## config.mk

```make
export PLATFORM = sky130hd
export DESIGN_NAME = button_debounce_press_classifier_top
export DESIGN_NICKNAME = d
export VERILOG_FILES = /design/src/rtl/bdpc_pkg.sv /design/src/rtl/bdpc_lane.sv /design/src/rtl/bdpc_merge.sv /design/src/rtl/button_debounce_press_classifier_top.sv
export SDC_FILE = /design/constraint.sdc
export NUM_CORES = 1
export LEC_CHECK = 0
export BUFFER_PORTS_ARGS = -buffer_cell sky130_fd_sc_hd__buf_2
export CAP_MARGIN = 20
export CORE_AREA = 2 2 214 216
export DETAILED_ROUTE_END_ITERATION = 12
export DIE_AREA = 0 0 216 218
export PLACE_DENSITY_LB_ADDON = 0.05
export SLEW_MARGIN = 20
export SYNTH_ARGS = -nofsm -noshare
export SYNTH_HDL_FRONTEND = slang
export SYNTH_HIERARCHICAL = 1
export SYNTH_SLANG_ARGS = --single-unit
```

## constraint.sdc

```tcl
create_clock -name clock -period 2.7 [get_ports clock]
set_clock_uncertainty 0.05 [all_clocks]
set_input_delay 0.81 -clock clock [delete_from_list [all_inputs] [get_ports clock]]
set_output_delay 0.81 -clock clock [all_outputs]
set_load 0.05 [all_outputs]
```

## src/rtl/bdpc_pkg.sv

```systemverilog
// ----------------------------------------------------------------------------
// bdpc_pkg
// Shared types and constants for the button debounce and press classifier.
// ----------------------------------------------------------------------------
package bdpc_pkg;

   localparam int NUM_BUTTONS = 5;
   localparam int COUNT_WIDTH = 16;
   localparam int CFG_WIDTH   = 16;
   localparam int MODES_WIDTH = 2 * NUM_BUTTONS;
   localparam int CMP_WIDTH   = (COUNT_WIDTH > CFG_WIDTH) ? COUNT_WIDTH : CFG_WIDTH;
   localparam int CSR_DATA_WIDTH = (MODES_WIDTH > CFG_WIDTH) ? MODES_WIDTH : CFG_WIDTH;
   localparam int CSR_INDEX_WIDTH = 3;

   // register indexes on the csr port
   localparam logic [CSR_INDEX_WIDTH-1:0] CSR_DEBOUNCE_TICKS  = 3'd0;
   localparam logic [CSR_INDEX_WIDTH-1:0] CSR_LONG_TICKS      = 3'd1;
   localparam logic [CSR_INDEX_WIDTH-1:0] CSR_VERY_LONG_TICKS = 3'd2;
   localparam logic [CSR_INDEX_WIDTH-1:0] CSR_BUTTON_MODES    = 3'd3;
   localparam logic [CSR_INDEX_WIDTH-1:0] CSR_PRESSED_LEVEL   = 3'd4;

   localparam logic [CFG_WIDTH-1:0] DEBOUNCE_TICKS_RESET  = 16'd20;
   localparam logic [CFG_WIDTH-1:0] LONG_TICKS_RESET      = 16'd1000;
   localparam logic [CFG_WIDTH-1:0] VERY_LONG_TICKS_RESET = 16'd3000;

   typedef enum logic [1:0] {
      FUNC_SAMPLE = 2'd0,
      FUNC_TICK   = 2'd1,
      FUNC_CLEAR  = 2'd2
   } func_type;

   typedef enum logic [1:0] {
      MODE_NONE       = 2'd0,
      MODE_ON_RELEASE = 2'd1,
      MODE_RISE_ONCE  = 2'd2,
      MODE_REPEAT     = 2'd3
   } mode_type;

   typedef enum logic [1:0] {
      ACT_NONE      = 2'd0,
      ACT_SHORT     = 2'd1,
      ACT_LONG      = 2'd2,
      ACT_VERY_LONG = 2'd3
   } action_type;

   typedef struct packed {
      func_type               func;
      logic [NUM_BUTTONS-1:0] pin_levels;
   } req_payload_type;

   typedef struct packed {
      logic [MODES_WIDTH-1:0] actions;
      logic [NUM_BUTTONS-1:0] debounced_pressed;
   } rsp_payload_type;

   typedef struct packed {
      logic [CFG_WIDTH-1:0]   debounce_ticks;
      logic [CFG_WIDTH-1:0]   long_press_ticks;
      logic [CFG_WIDTH-1:0]   very_long_press_ticks;
      logic [MODES_WIDTH-1:0] button_modes;
      logic                   pressed_level;
   } cfg_type;

   typedef struct packed {
      action_type action;
      logic       pressed;
   } lane_status_type;

endpackage

```

## src/rtl/bdpc_lane.sv

```systemverilog
// ----------------------------------------------------------------------------
// bdpc_lane
// One button: debounce machine, debounce and press counters, classifier.
// ----------------------------------------------------------------------------
module bdpc_lane (
   input  logic                      clock,
   input  logic                      reset,
   input  logic                      accept,
   input  bdpc_pkg::func_type        func,
   input  logic                      pin,
   input  bdpc_pkg::mode_type        mode,
   input  bdpc_pkg::cfg_type         cfg,
   output bdpc_pkg::lane_status_type status
);
   import bdpc_pkg::*;

   typedef enum logic [1:0] {
      ST_STARTUP  = 2'd0,
      ST_RELEASED = 2'd1,
      ST_WAIT     = 2'd2,
      ST_PRESSED  = 2'd3
   } dstate_type;

   dstate_type             dstate_ff, dstate_in;
   logic [CFG_WIDTH-1:0]   dcount_ff, dcount_in;
   logic [1:0]             phase_ff, phase_in;
   logic [COUNT_WIDTH-1:0] pcount_ff, pcount_in;
   action_type             action_ff, action_in;

   logic                 down;
   logic [CMP_WIDTH-1:0] cnt_ext;
   logic                 ge_long, ge_very_long;
   logic [1:0]           rise_phase;

   assign down         = (pin == cfg.pressed_level);
   assign cnt_ext      = CMP_WIDTH'(pcount_ff);
   assign ge_long      = (cnt_ext >= CMP_WIDTH'(cfg.long_press_ticks));
   assign ge_very_long = (cnt_ext >= CMP_WIDTH'(cfg.very_long_press_ticks));
   // release drops the phase before the rise-once thresholds are checked
   assign rise_phase   = (dstate_in == ST_RELEASED) ? 2'd0 : phase_ff;

   always_comb begin
      dstate_in = dstate_ff;
      dcount_in = dcount_ff;
      phase_in  = phase_ff;
      pcount_in = pcount_ff;
      action_in = action_ff;
      unique case (func)
         FUNC_SAMPLE: begin
            unique case (dstate_ff)
               ST_STARTUP: begin
                  if (!down) dstate_in = ST_RELEASED;
               end
               ST_RELEASED: begin
                  if (down) begin
                     dstate_in = ST_WAIT;
                     dcount_in = '0;
                  end
               end
               ST_WAIT: begin
                  if (dcount_ff >= cfg.debounce_ticks)
                     dstate_in = down ? ST_PRESSED : ST_RELEASED;
               end
               ST_PRESSED: begin
                  if (!down) begin
                     dstate_in = ST_WAIT;
                     dcount_in = '0;
                  end
               end
            endcase
            // classifier sees the updated debounce state
            if (action_ff == ACT_NONE) begin
               if (phase_ff == 2'd0) begin
                  if (dstate_in == ST_PRESSED) phase_in = 2'd1;
               end else begin
                  unique case (mode)
                     MODE_NONE: begin
                     end
                     MODE_ON_RELEASE: begin
                        if (dstate_in == ST_RELEASED) begin
                           phase_in = 2'd0;
                           priority if (ge_very_long) action_in = ACT_VERY_LONG;
                           else if (ge_long)          action_in = ACT_LONG;
                           else                       action_in = ACT_SHORT;
                        end
                     end
                     MODE_RISE_ONCE: begin
                        phase_in = rise_phase;
                        priority if (ge_very_long && rise_phase == 2'd3) begin
                           action_in = ACT_VERY_LONG;
                           phase_in  = 2'd1;
                        end else if (ge_long && rise_phase == 2'd2) begin
                           action_in = ACT_LONG;
                           phase_in  = 2'd3;
                        end else if (!ge_long && rise_phase == 2'd1) begin
                           action_in = ACT_SHORT;
                           phase_in  = 2'd2;
                        end else begin
                        end
                     end
                     MODE_REPEAT: begin
                        phase_in  = 2'd0;
                        action_in = ACT_SHORT;
                     end
                  endcase
               end
            end
         end
         FUNC_TICK: begin
            if (dcount_ff < cfg.debounce_ticks) dcount_in = dcount_ff + 1'b1;
            if (phase_ff != 2'd0) begin
               if (!(&pcount_ff)) pcount_in = pcount_ff + 1'b1;
            end else begin
               pcount_in = '0;
            end
         end
         FUNC_CLEAR: begin
            action_in = ACT_NONE;
         end
         default: begin
         end
      endcase
   end

   always_ff @(posedge clock) begin
      if (reset) begin
         dstate_ff <= ST_STARTUP;
         dcount_ff <= '0;
         phase_ff  <= 2'd0;
         pcount_ff <= '0;
         action_ff <= ACT_NONE;
      end else if (accept) begin
         dstate_ff <= dstate_in;
         dcount_ff <= dcount_in;
         phase_ff  <= phase_in;
         pcount_ff <= pcount_in;
         action_ff <= action_in;
      end
   end

   assign status.action  = action_in;
   assign status.pressed = (dstate_in == ST_PRESSED);

endmodule

```

## src/rtl/bdpc_merge.sv

```systemverilog
// ----------------------------------------------------------------------------
// bdpc_merge
// Packs the lane results into one response and holds it in an output
// register backed by a skid stage.
// ----------------------------------------------------------------------------
module bdpc_merge (
   input  logic                                               clock,
   input  logic                                               reset,
   input  logic                                               push,
   input  bdpc_pkg::lane_status_type [bdpc_pkg::NUM_BUTTONS-1:0] lanes,
   output logic                                               req_ready,
   output logic                                               rsp_valid,
   input  logic                                               rsp_ready,
   output bdpc_pkg::rsp_payload_type                          rsp_data
);
   import bdpc_pkg::*;

   rsp_payload_type packed_rsp;
   rsp_payload_type out_data_ff, out_data_in;
   rsp_payload_type skid_data_ff, skid_data_in;
   logic            out_valid_ff, out_valid_in;
   logic            skid_valid_ff, skid_valid_in;

   always_comb begin
      packed_rsp = '0;
      for (int i = 0; i < NUM_BUTTONS; i++) begin
         packed_rsp.actions[2*i +: 2]    = lanes[i].action;
         packed_rsp.debounced_pressed[i] = lanes[i].pressed;
      end
   end

   always_comb begin
      out_valid_in  = out_valid_ff;
      out_data_in   = out_data_ff;
      skid_valid_in = skid_valid_ff;
      skid_data_in  = skid_data_ff;
      if (!out_valid_ff || rsp_ready) begin
         // output slot frees up: the older transaction goes first
         if (skid_valid_ff) begin
            out_valid_in  = 1'b1;
            out_data_in   = skid_data_ff;
            skid_valid_in = 1'b0;
         end else begin
            out_valid_in = push;
            out_data_in  = packed_rsp;
         end
      end else if (push) begin
         skid_valid_in = 1'b1;
         skid_data_in  = packed_rsp;
      end
   end

   always_ff @(posedge clock) begin
      if (reset) begin
         out_valid_ff  <= 1'b0;
         skid_valid_ff <= 1'b0;
      end else begin
         out_valid_ff  <= out_valid_in;
         skid_valid_ff <= skid_valid_in;
      end
      out_data_ff  <= out_data_in;
      skid_data_ff <= skid_data_in;
   end

   assign req_ready = !skid_valid_ff;
   assign rsp_valid = out_valid_ff;
   assign rsp_data  = out_data_ff;

endmodule

```

## src/rtl/button_debounce_press_classifier_top.sv

```systemverilog
// ----------------------------------------------------------------------------
// button_debounce_press_classifier_top
// Debounces five buttons and classifies presses as short, long or very long.
// Every request gives exactly one response that reports the latched actions
// and the debounced pressed state after the request took effect. A request
// is taken every clock cycle unless the skid stage is full, and its response
// is registered; each button has its own lane, so the rate is one request
// per cycle while the skid stage holds no waiting response. A two-deep output
// (response register plus skid stage) keeps requests flowing while one
// response waits. Tick requests advance the debounce and press counters,
// sample requests run the debounce machines and classifiers, clear requests
// drop the latched actions. The csr port always accepts writes; registers
// must be written only while no request is in flight.
// ----------------------------------------------------------------------------
module button_debounce_press_classifier_top (
   input  logic                                    clock,
   input  logic                                    reset,
   input  logic                                    req_valid,
   output logic                                    req_ready,
   input  bdpc_pkg::req_payload_type               req_data,
   output logic                                    rsp_valid,
   input  logic                                    rsp_ready,
   output bdpc_pkg::rsp_payload_type               rsp_data,
   input  logic                                    csr_valid,
   output logic                                    csr_ready,
   input  logic [bdpc_pkg::CSR_INDEX_WIDTH-1:0]    csr_index,
   input  logic [bdpc_pkg::CSR_DATA_WIDTH-1:0]     csr_data
);
   import bdpc_pkg::*;

   cfg_type                             cfg_ff, cfg_in;
   logic                                accept;
   lane_status_type [NUM_BUTTONS-1:0]   lanes;

   assign csr_ready = 1'b1;
   assign accept    = req_valid && req_ready;

   always_comb begin
      cfg_in = cfg_ff;
      if (csr_valid) begin
         unique case (csr_index)
            CSR_DEBOUNCE_TICKS:  cfg_in.debounce_ticks        = csr_data[CFG_WIDTH-1:0];
            CSR_LONG_TICKS:      cfg_in.long_press_ticks      = csr_data[CFG_WIDTH-1:0];
            CSR_VERY_LONG_TICKS: cfg_in.very_long_press_ticks = csr_data[CFG_WIDTH-1:0];
            CSR_BUTTON_MODES:    cfg_in.button_modes          = csr_data[MODES_WIDTH-1:0];
            CSR_PRESSED_LEVEL:   cfg_in.pressed_level         = csr_data[0];
            default: begin
            end
         endcase
      end
   end

   always_ff @(posedge clock) begin
      if (reset) begin
         cfg_ff.debounce_ticks        <= DEBOUNCE_TICKS_RESET;
         cfg_ff.long_press_ticks      <= LONG_TICKS_RESET;
         cfg_ff.very_long_press_ticks <= VERY_LONG_TICKS_RESET;
         cfg_ff.button_modes          <= '0;
         cfg_ff.pressed_level         <= 1'b0;
      end else begin
         cfg_ff <= cfg_in;
      end
   end

   for (genvar i = 0; i < NUM_BUTTONS; i++) begin : g_lane
      bdpc_lane u_lane (
         .clock  (clock),
         .reset  (reset),
         .accept (accept),
         .func   (req_data.func),
         .pin    (req_data.pin_levels[i]),
         .mode   (mode_type'(cfg_ff.button_modes[2*i +: 2])),
         .cfg    (cfg_ff),
         .status (lanes[i])
      );
   end

   bdpc_merge u_merge (
      .clock     (clock),
      .reset     (reset),
      .push      (accept),
      .lanes     (lanes),
      .req_ready (req_ready),
      .rsp_valid (rsp_valid),
      .rsp_ready (rsp_ready),
      .rsp_data  (rsp_data)
   );

   // every accepted transaction has a response waiting the next cycle
   assert property (@(posedge clock) disable iff (reset)
      accept |=> rsp_valid)
      else $error("accepted request left no response");

   // back-pressure on requests only while a response is pending
   assert property (@(posedge clock) disable iff (reset)
      !req_ready |-> rsp_valid)
      else $error("request stalled with no response pending");

   // reset empties the output and skid stages
   assert property (@(posedge clock)
      reset |=> !rsp_valid && req_ready)
      else $error("output stages not empty after reset");

endmodule
```

==> results of run 1 <==
==> logic make-up after synthesis <==
logic type,after synthesis,synth area share
AO/OA/AOI/OAI,421,0.140
XOR/XNOR,140,0.0617
adder cells (fa/ha/maj),250,0.157
buffers and inverters,327,0.0656
flip-flops,281,0.298
multiplexers,89,0.0476
other,1,0.000189
AND/OR/NAND/NOR,888,0.229
==> per-layer routing <==
metal | GRT usage | part of all wire
met5 | 0 | 0.00044
met4 | 0.109 | 0.039
met3 | 0.0353 | 0.039
met2 | 0.434 | 0.47
met1 | 0.328 | 0.45
==> layout by cell type (no fill, tap or decap), types with 11 or more instances in the layout <==
cell type  count
dfxtp_2       13
nand4_1       65
and2_1        15
nor2b_1       18
xnor2_1       50
ha_4          30
nand2_1      183
nor3_1        31
o31ai_4       13
xor2_1        90
o21ai_0       56
buf_4        362
inv_1        244
clkbuf_16     39
inv_2         23
buf_2         46
o21ai_1       22
nand2b_1      81
mux2_2        11
o211ai_1      15
o31ai_1       15
o21a_1        15
o21ai_2       14
ha_1         220
or3_1         19
and3_1        50
dfxtp_4       11
dfxtp_1      227
buf_12        19
edfxtp_1      30
and4_1        20
buf_6         21
a21oi_1      129
a21oi_2       32
nand3_1       67
mux2i_1       69
nor2_1       256
==> area by class of cell <==
| cell class | count | area share |
|---|---|---|
| clock inverter | 11 | 0.00537 |
| antenna | 3 | 0.000283 |
| inverter | 272 | 0.0389 |
| multi-input combinational | 1789 | 0.527 |
| clock buffer | 53 | 0.0410 |
| timing repair buffer | 448 | 0.134 |
| sequential | 281 | 0.225 |
| tap | 600 | 0.0283 |
==> worst max-delay path: stages (launching register included) <==
cell	delay [ns]
dfxtp_4	0.41
inv_2	0.06
ha_4	0.26
nand4_1	0.12
or4_4	0.60
a31oi_4	0.29
o41ai_4	0.14
a21oi_2	0.16
nor2_2	0.09
o41ai_2	0.42
mux2_4	0.22
==> stage by stage <==
step | worst slack [ns] | cells | setup TNS, ns
2_1_floorplan | 0.00727 | 2397 | 0
3_3_place_gp | -0.295 | 3341 | -3.54
3_5_place_dp | -0.352 | 3341 | -5.74
4_1_cts | -0.148 | 3432 | -1.10
5_1_grt | -0.305 | 3457 | -4.16
6_report | -0.244 | 3457 | -1.69
==> worst paths after layout <==
check / endpoint / slack (ns) / depth (start not counted)
worst max-delay path: u_merge/rsp_data[7]$_DFFE_PP_ / -0.24 / 10
worst min-delay path: cfg_ff[4]$_SDFFE_PP0P_ / 0.46 / 2
worst max register to register: u_merge/rsp_data[7]$_DFFE_PP_ / -0.24 / 10
worst min register to register: cfg_ff[4]$_SDFFE_PP0P_ / 0.46 / 2
==> flip-flops by register name, indices dropped and copies added (netlist names) <==
register	cells
u_merge/skid_valid_ff	1
cfg_ff	59
g_lane.u_lane/cnt_ext	80
g_lane.u_lane/action_ff	10
g_lane.u_lane/phase_ff	10
g_lane.u_lane/dcount_ff	80
u_merge/rsp_valid	1
u_merge/rsp_data	15
g_lane.u_lane/dstate_ff	10
u_merge/skid_data_ff	15
==> report_power, final <==
part | total [W] | internal, W | switching [W]
combinational | 0.000965 | 0.000390 | 0.000575
sequential | 0.00431 | 0.00425 | 0.0000560
clock | 0.00507 | 0.00309 | 0.00198
total | 0.0103 | 0.00773 | 0.00261
==> timing repair <==
action	4_1_cts	5_1_grt
hold buffers	0	0
resized for setup	105	174
setup buffers	30	30
pin swaps	66	101
endpoints found under the setup margin	60	84
==> results.md, run 1 <==
* Ys Warns at 6
* Setup CP Type: flop to flop
* Grt total ovfl at 0
* Worst-Skew Late Latency at 0.57 ns
* Clock buffer depth at 3
* Largest cells by area after synthesis: dfxtp_1 (25%), ha_1 (16%), inv_1 (5.1%)
* FF-to-FF Start: cfg_ff[53]$_SDFFE_PP0P_
* Synth cell types at 66
* Hold crit path type: flop to flop
* Die H at 218 µm
* Core ar. at 0.0449 mm²
* Cts bufs inserted at 36
* Cell Area, Synth at 0.0199 mm²
* Seq/Total Area, Yosys at 0.298
* WP data arrival at 3.32 ns
* Slew Viols, Final at 0
* IO Count at 49
* Leakage at 11.8 nW
* DRC Markers at 0
* Initial antenna violation count at 5
* Final HPWL DP at 46,200 µm
* Final worst setup slack at -0.244 ns
* Vias at 18,400
* Full die area at 0.0471 mm²
* Failing checks: setup timing
* Initial DRT Pass Iterations at 7
* Worst-Margin Slew at 0.639 ns
* CTS Sinks at 281
* Cells after synthesis at 2,397
* Routability cong. at 0.888
* Vias in the first global route at 17,900
* Antenna-violating nets left at 0
* Achievable frequency at 340 MHz
* Rel. slew slack at 0.574
* Multi-input logic area at 0.0140 mm²
* Global-route wire length before repair at 95,700 µm
* Layout cell share with drive strength beyond 1 at 0.272
* FF/Latch Area at 0.00598 mm²
* Critical Path Start: cfg_ff[53]$_SDFFE_PP0P_
* Pin count of the biggest net entering global routing at 47
* CP Data Required Time at 3.08 ns
* PwrDens at 389 mW/mm²
* Max rail drop VDD at 0.000399 V
* Status: finished, violations left
* Post-Route WL at 61,100 µm
* CTS tree: done
* Clock period minus final worst setup slack at 2.94 ns
* Global Route Usage Sum at 0.256
* Layout area overhead at 33.6%
* Max cap viols at 0
* Row count at 78
* CTS H-tree lvls at 2
* Primary FF master, synth: dfxtp_1
* Top post-synthesis cells by count: inv_1 (272), nor2_1 (261), dfxtp_1 (251)
* Initial Util at 0.443
* RSZ-0062 raised after global routing: true
* Final Hold Viols at 0
* Hold_sp: cfg_ff[4]$_SDFFE_PP0P_
* Vias per cell at 5.33
* Post-synth EDFFs at 30
* Root Driver: clkbuf_16
* Final core utilization at 0.592
* Yosys top cell area share at 0.253
* Critical path fanouts, max at 6
* Post-Syn Nets at 2,678
* Nets at 3,109
* Async S/R FF share, synth at 0
* Period utilization at 1.09
* # fillers at 4,068
* FF+latch count, synth at 281
* Most common cell in the netlist: inv_1
* Chip Width at 216 µm
* Pwr Total at 0.0103 W
* Avg Inst Size Synth at 8.30 µm²
* Clock transition at the registers of the reported paths at 0.05 ns
* Area leader, netlist: dfxtp_1
* Placed Area at 0.0235 mm²
* Setup crit end kind: flop
* Startpoint types: flop
* DR iter-0 viols at 1,091
* Final setup fails at 17
* Port Buffer Count at 47
* Post-route cell area at 0.0266 mm²
* Routed WL per cell at 17.7 µm
* Worst hold slack at 0.456 ns
Power figures use the tool's default switching activity.
==> run 2, diff against run 1 <==
CORE_AREA = 2 2 245 247   (was 2 2 214 216)
DIE_AREA = 0 0 247 249   (was 0 0 216 218)
GPL_ROUTABILITY_DRIVEN = 1   (was unset)
==> results.md, run 2 (synthesis gave the netlist of run 1 again) <==
* Status: finished, violations left
* Failing checks: setup timing
* Slew Viols, Final at 0
* IO Count at 49
* Placed Area at 0.0241 mm²
* Critical path fanouts, max at 5
* CTS Sinks at 281
* Max cap viols at 0
* Post-route cell area at 0.0274 mm²
* Leakage at 12.1 nW
* Antenna-violating nets left at 0
* Nets at 3,159
* Final HPWL DP at 50,100 µm
* Most common cell after layout, fill and taps aside: buf_4
* Clock network fraction of total power at 0.494
* Routability cong. at 0.847
* Vias in the first global route at 18,000
* Grt peak-use layer: met2
* Final Hold Viols at 0
* Worst hold slack at 0.462 ns
* Global-route wire length before repair at 101,000 µm
* Row count at 89
* Clock transition at the registers of the reported paths at 0.06 ns
* Final setup fails at 14
* Setup CP Type: flop to flop
* Internal at 0.00781 W
* Rel. slew slack at 0.566
* Pwr Total at 0.0105 W
* Worst-Margin Slew at 0.652 ns
* Worst Reg-to-Reg Cells at 12
* Net switching power at 0.00270 W
* Achievable frequency at 344 MHz
* Vias per cell at 5.02
* Grt total ovfl at 0
* Worst-Skew Late Latency at 0.57 ns
* Die H at 249 µm
* DR iter-0 viols at 842
* CTS tree: done
* Global Route Usage Sum at 0.209
* Layout area overhead at 37.7%
* PwrDens at 384 mW/mm²
* Clock buffer depth at 3
* Most frequent cells in the layout: buf_4 (400), nor2_1 (251), inv_1 (251), dfxtp_1 (229), ha_1 (216)
* Initial Util at 0.339
* CTS H-tree lvls at 2
* Port Buffer Count at 47
* Grt met2 use at 0.337
* Hold crit path type: flop to flop
* Routed WL per cell at 17.8 µm
* Cell Chain, Critical Path: buf_12 -> buf_6 -> inv_4 -> ha_4 -> nand2_2 -> or4_4 -> a31oi_4 -> or3_4 -> a21oi_2 -> a31oi_2 -> o41ai_2 -> mux2_4
* Final core utilization at 0.467
* Clock period minus final worst setup slack at 2.91 ns
* Inserted Diodes at 0
* Final worst setup slack at -0.205 ns
* Crit path largest cell delay at 0.56 ns
* Met3 GRT Util at 0.0285
* Chip Width at 247 µm
* Post-Route WL at 65,500 µm
* Initial DRT Pass Iterations at 5
* Sw Share at 0.257
* Startpoint types: flop
* Full die area at 0.0615 mm²
* Grt met1 use at 0.280
* Pin count of the biggest net entering global routing at 47
* CP Data Required Time at 2.96 ns
* WP data arrival at 3.17 ns
* Period utilization at 1.08
* Layout cell share with drive strength beyond 1 at 0.287
* Setup crit end kind: flop
* Cts bufs inserted at 37
* DRC Markers at 0
* Slowest stage cell, crit path: or4_4
* Hold buffer count at cts at 0
* Hold path depth at 2
* Final TNS setup at -1.56 ns
* Combinational share of power at 0.096
* Root Driver: clkbuf_16
* RSZ-0062 raised after global routing: true
* Initial antenna violation count at 0
* Core ar. at 0.0587 mm²
* Max rail drop VDD at 0.000408 V
* Sequential share of power at 0.409
* Vias at 18,500
## run 2: cell count changes in the layout (fill, tap and decap cells not counted), moves of 4 or more
cell / previous run / this run
o21ai_0: 56 / 49
o21ai_1: 22 / 28
inv_1: 244 / 251
ha_1: 220 / 216
buf_6: 21 / 30
ha_4: 30 / 34
buf_4: 362 / 400
nor2_2: 9 / 14
inv_2: 23 / 14
nor2_1: 256 / 251
o31ai_2: 7 / 11
## run 2: final timing paths
kind,slack [ns],start,endpoint
min,0.46,cfg_ff[6]$_SDFFE_PP0P_,cfg_ff[6]$_SDFFE_PP0P_
max,-0.21,cfg_ff[48]$_SDFFE_PP0P_,u_merge/rsp_data[9]$_DFFE_PP_
min reg2reg,0.46,cfg_ff[6]$_SDFFE_PP0P_,cfg_ff[6]$_SDFFE_PP0P_
max reg2reg,-0.21,cfg_ff[48]$_SDFFE_PP0P_,u_merge/rsp_data[9]$_DFFE_PP_
## run 2: power by group through the flow
| stage | clock network (W) | logic [W] | registers (W) |
|---|---|---|---|
| finish | 0.00520 | 0.00101 | 0.00430 |
| CTS | 0.00538 | 0.000967 | 0.00430 |
| floorplan | 0 | 0.000453 | 0.00443 |
| detailed placement | 0 | 0.000932 | 0.00440 |
| global route | 0.00552 | 0.00110 | 0.00431 |
| global placement | 0 | 0.000922 | 0.00440 |
## run 2: per-stage QoR
step | std cells | worst slack (ns)
2_1_floorplan | 2397 | 0.00727
3_3_place_gp | 3564 | -0.326
3_5_place_dp | 3564 | -0.397
4_1_cts | 3653 | -0.183
5_1_grt | 3677 | -0.331
6_report | 3677 | -0.205
## run 2: layer usage
layer	vias to the layer above	wire (µm)
met2	289	29900
met5	-	0
met4	0	2590
met1	8697	30600
met3	117	2410
li1	9373	-
## run 2: final cells by class
class	count	area [µm²]
Fill cell	5736	31300
Multi-Input combinational cell	1789	14100
Sequential cell	281	5980
Timing Repair Buffer	497	3990
Inverter	272	1040
Clock buffer	50	1020
Tap cell	773	967
Clock inverter	15	228
## run 2: worst max-delay path: cells and delay by family (launching register included)
kind | cells | cell delay [ns]
buf+inv | 3 | 0.25
compound gates | 4 | 0.67
mux | 1 | 0.28
fa+ha+maj | 1 | 0.26
simple gates | 3 | 0.80
flops | 1 | 0.34
## run 2: what timing repair did
item	4_1_cts	5_1_grt
endpoints found under the hold margin	0	0
endpoints found under the setup margin	90	90
pin swaps	71	115
buffers inserted	31	36
gates resized for setup	125	190
cloned	0	1
==> run 3, diff against run 2 <==
PLACE_DENSITY = 0.59   (was unset)
PLACE_DENSITY_LB_ADDON = unset   (was 0.05)
==> results.md, run 3 (synthesis gave the netlist of run 1 again) <==
* Status: finished, violations left
* Failing checks: setup timing
* Cell Chain, Critical Path: inv_2 -> ha_4 -> nand4_1 -> or4_4 -> a31oi_4 -> or3_4 -> a21oi_2 -> a31oi_2 -> o41ai_2 -> mux2_4
* R2R Setup Slk at -0.16 ns
* Chip Width at 247 µm
* Antenna-violating nets left at 0
* CTS tree: done
* Final Non-Filler Cells at 3,657
* IO Count at 49
* Global-route wire length before repair at 97,800 µm
* Die H at 249 µm
* Period utilization at 1.06
* PwrDens at 377 mW/mm²
* Layout area overhead at 34.9%
* Routed WL per cell at 17.2 µm
* Multi-input logic area at 0.0139 mm²
* Global Route Usage Sum at 0.199
* Max rail drop VDD at 0.000468 V
* Hold_sp: cfg_ff[4]$_SDFFE_PP0P_
* Final Hold Viols at 0
* Startpoint types: flop
* Initial antenna violation count at 1
* CP Data Required Time at 2.94 ns
* RSZ-0062 raised after global routing: true
* CTS H-tree lvls at 2
* FF/Latch Area at 0.00597 mm²
* Clock period minus final worst setup slack at 2.86 ns
* # fillers at 5,559
* Slowest stage cell, crit path: or4_4
* Initial DRT Pass Iterations at 5
* Vias at 19,000
* Crit path largest cell delay at 0.56 ns
* Worst-Skew Late Latency at 0.55 ns
* Placed cell count at 3,546
* Inserted Diodes at 0
* Setup crit end kind: flop
* Full die area at 0.0615 mm²
* Setup CP Type: flop to flop
* Critical Path Start: cfg_ff[52]$_SDFFE_PP0P_
* Post-Route WL at 62,900 µm
* CTS Sinks at 281
* DR iter-0 viols at 1,055
* Dpl ws at -0.391 ns
* Worst Path Buf+Inv at 1
* Most frequent cells in the layout: buf_4 (400), nor2_1 (255), inv_1 (245), dfxtp_1 (229), ha_1 (218)
* Leakage at 11.9 nW
* Stages on worst setup path at 10
* Achievable frequency at 350 MHz
* Clock buffer depth at 3
* Root Driver: clkbuf_16
* Max cap viols at 0
* Grt total ovfl at 0
* Worst Reg-to-Reg Cells at 10
* Rel. slew slack at 0.576
* R2r endpoint: u_merge/rsp_data[7]$_DFFE_PP_
* Most common cell after layout, fill and taps aside: buf_4
* Nets at 3,139
* Hold buffer count at cts at 0
* DRC Markers at 0
* Layout cell share with drive strength beyond 1 at 0.280
* FF-to-FF Start: cfg_ff[52]$_SDFFE_PP0P_
* Slew Viols, Final at 0
* Vias per cell at 5.18
* Routability cong. at 0.881
* Initial Util at 0.339
* Worst-Margin Slew at 0.632 ns
* Core ar. at 0.0587 mm²
* Vias in the first global route at 18,700
* Final setup fails at 17
* CP endpoint: u_merge/rsp_data[7]$_DFFE_PP_
* Clock transition at the registers of the reported paths at 0.06 ns
* Final worst setup slack at -0.157 ns
* Final HPWL DP at 47,200 µm
* Hold crit path type: flop to flop
* Critical path fanouts, max at 6
* Cts bufs inserted at 35
* Port Buffer Count at 47
* Pin count of the biggest net entering global routing at 33
* Largest delay share family, worst path: simple AND/OR/NAND/NOR gates
* WP data arrival at 3.10 ns
* Row count at 89
==> run 3: final cells by class <==
type	count	share of cell area
multi-input cells	1789	0.519
flip-flops and latches	281	0.223
inverters	272	0.0388
repair buffers	479	0.140
clock inverters	11	0.00312
well taps	773	0.0360
clock buffers	52	0.0407
==> run 3: how the worst min path moves through the flow <==
| stage | to | slack [ns] | cells after the start |
|---|---|---|---|
| final | cfg_ff[4]$_SDFFE_PP0P_ | 0.46 | 2 |
| after global placement | g_lane[2].u_lane/dcount_ff[1]$_SDFFE_PP0P_ | 0.43 | 2 |
| after CTS | g_lane[2].u_lane/dcount_ff[1]$_SDFFE_PP0P_ | 0.46 | 2 |
| after global routing | cfg_ff[3]$_SDFFE_PP0P_ | 0.50 | 2 |
| after floorplan | g_lane[0].u_lane/dcount_ff[1]$_SDFFE_PP0P_ | 0.40 | 2 |
| after detailed placement | g_lane[2].u_lane/dcount_ff[1]$_SDFFE_PP0P_ | 0.44 | 2 |
==> run 3: metal layers <==
metal,global-route usage,share of wire,vias up
met3,0.0305,0.051,143
met2,0.318,0.46,442
met4,0.0945,0.043,0
li1,-,-,9321
met5,0,0,-
met1,0.262,0.45,9050
==> run 3: power breakdown <==
group / switching, W / internal [W]
Combinational: 0.000586 / 0.000412
Clock: 0.00192 / 0.00289
Sequential: 0.0000514 / 0.00426
==> run 3: tightest hold or removal path: cells and delay by family (launching register included) <==
kind             cells  cell delay [ns]
and+or+nand+nor      1             0.07
muxes                1             0.06
DFF                  1             0.33
==> run 3: metrics by stage <==
stage / util / hold slack (ns) / setup TNS, ns / instance area, µm² / total power (W)
after global placement: 0.408 / 0.433 / -4.45 / 24000 / 0.00529
after global routing: 0.457 / 0.496 / -4.67 / 26800 / 0.0105
after CTS: 0.443 / 0.456 / -1.14 / 26000 / 0.0102
after detailed placement: 0.408 / 0.443 / -8.00 / 24000 / 0.00531
after floorplan: - / 0.405 / 0 / 19900 / 0.00488
final: 0.457 / 0.461 / -1.39 / 26800 / 0.0101
==> run 3: timing repair <==
action	in CTS	in global routing
resized for setup	121	143
setup buffers	34	23
pin swaps	81	67
endpoints found under the setup margin	55	66
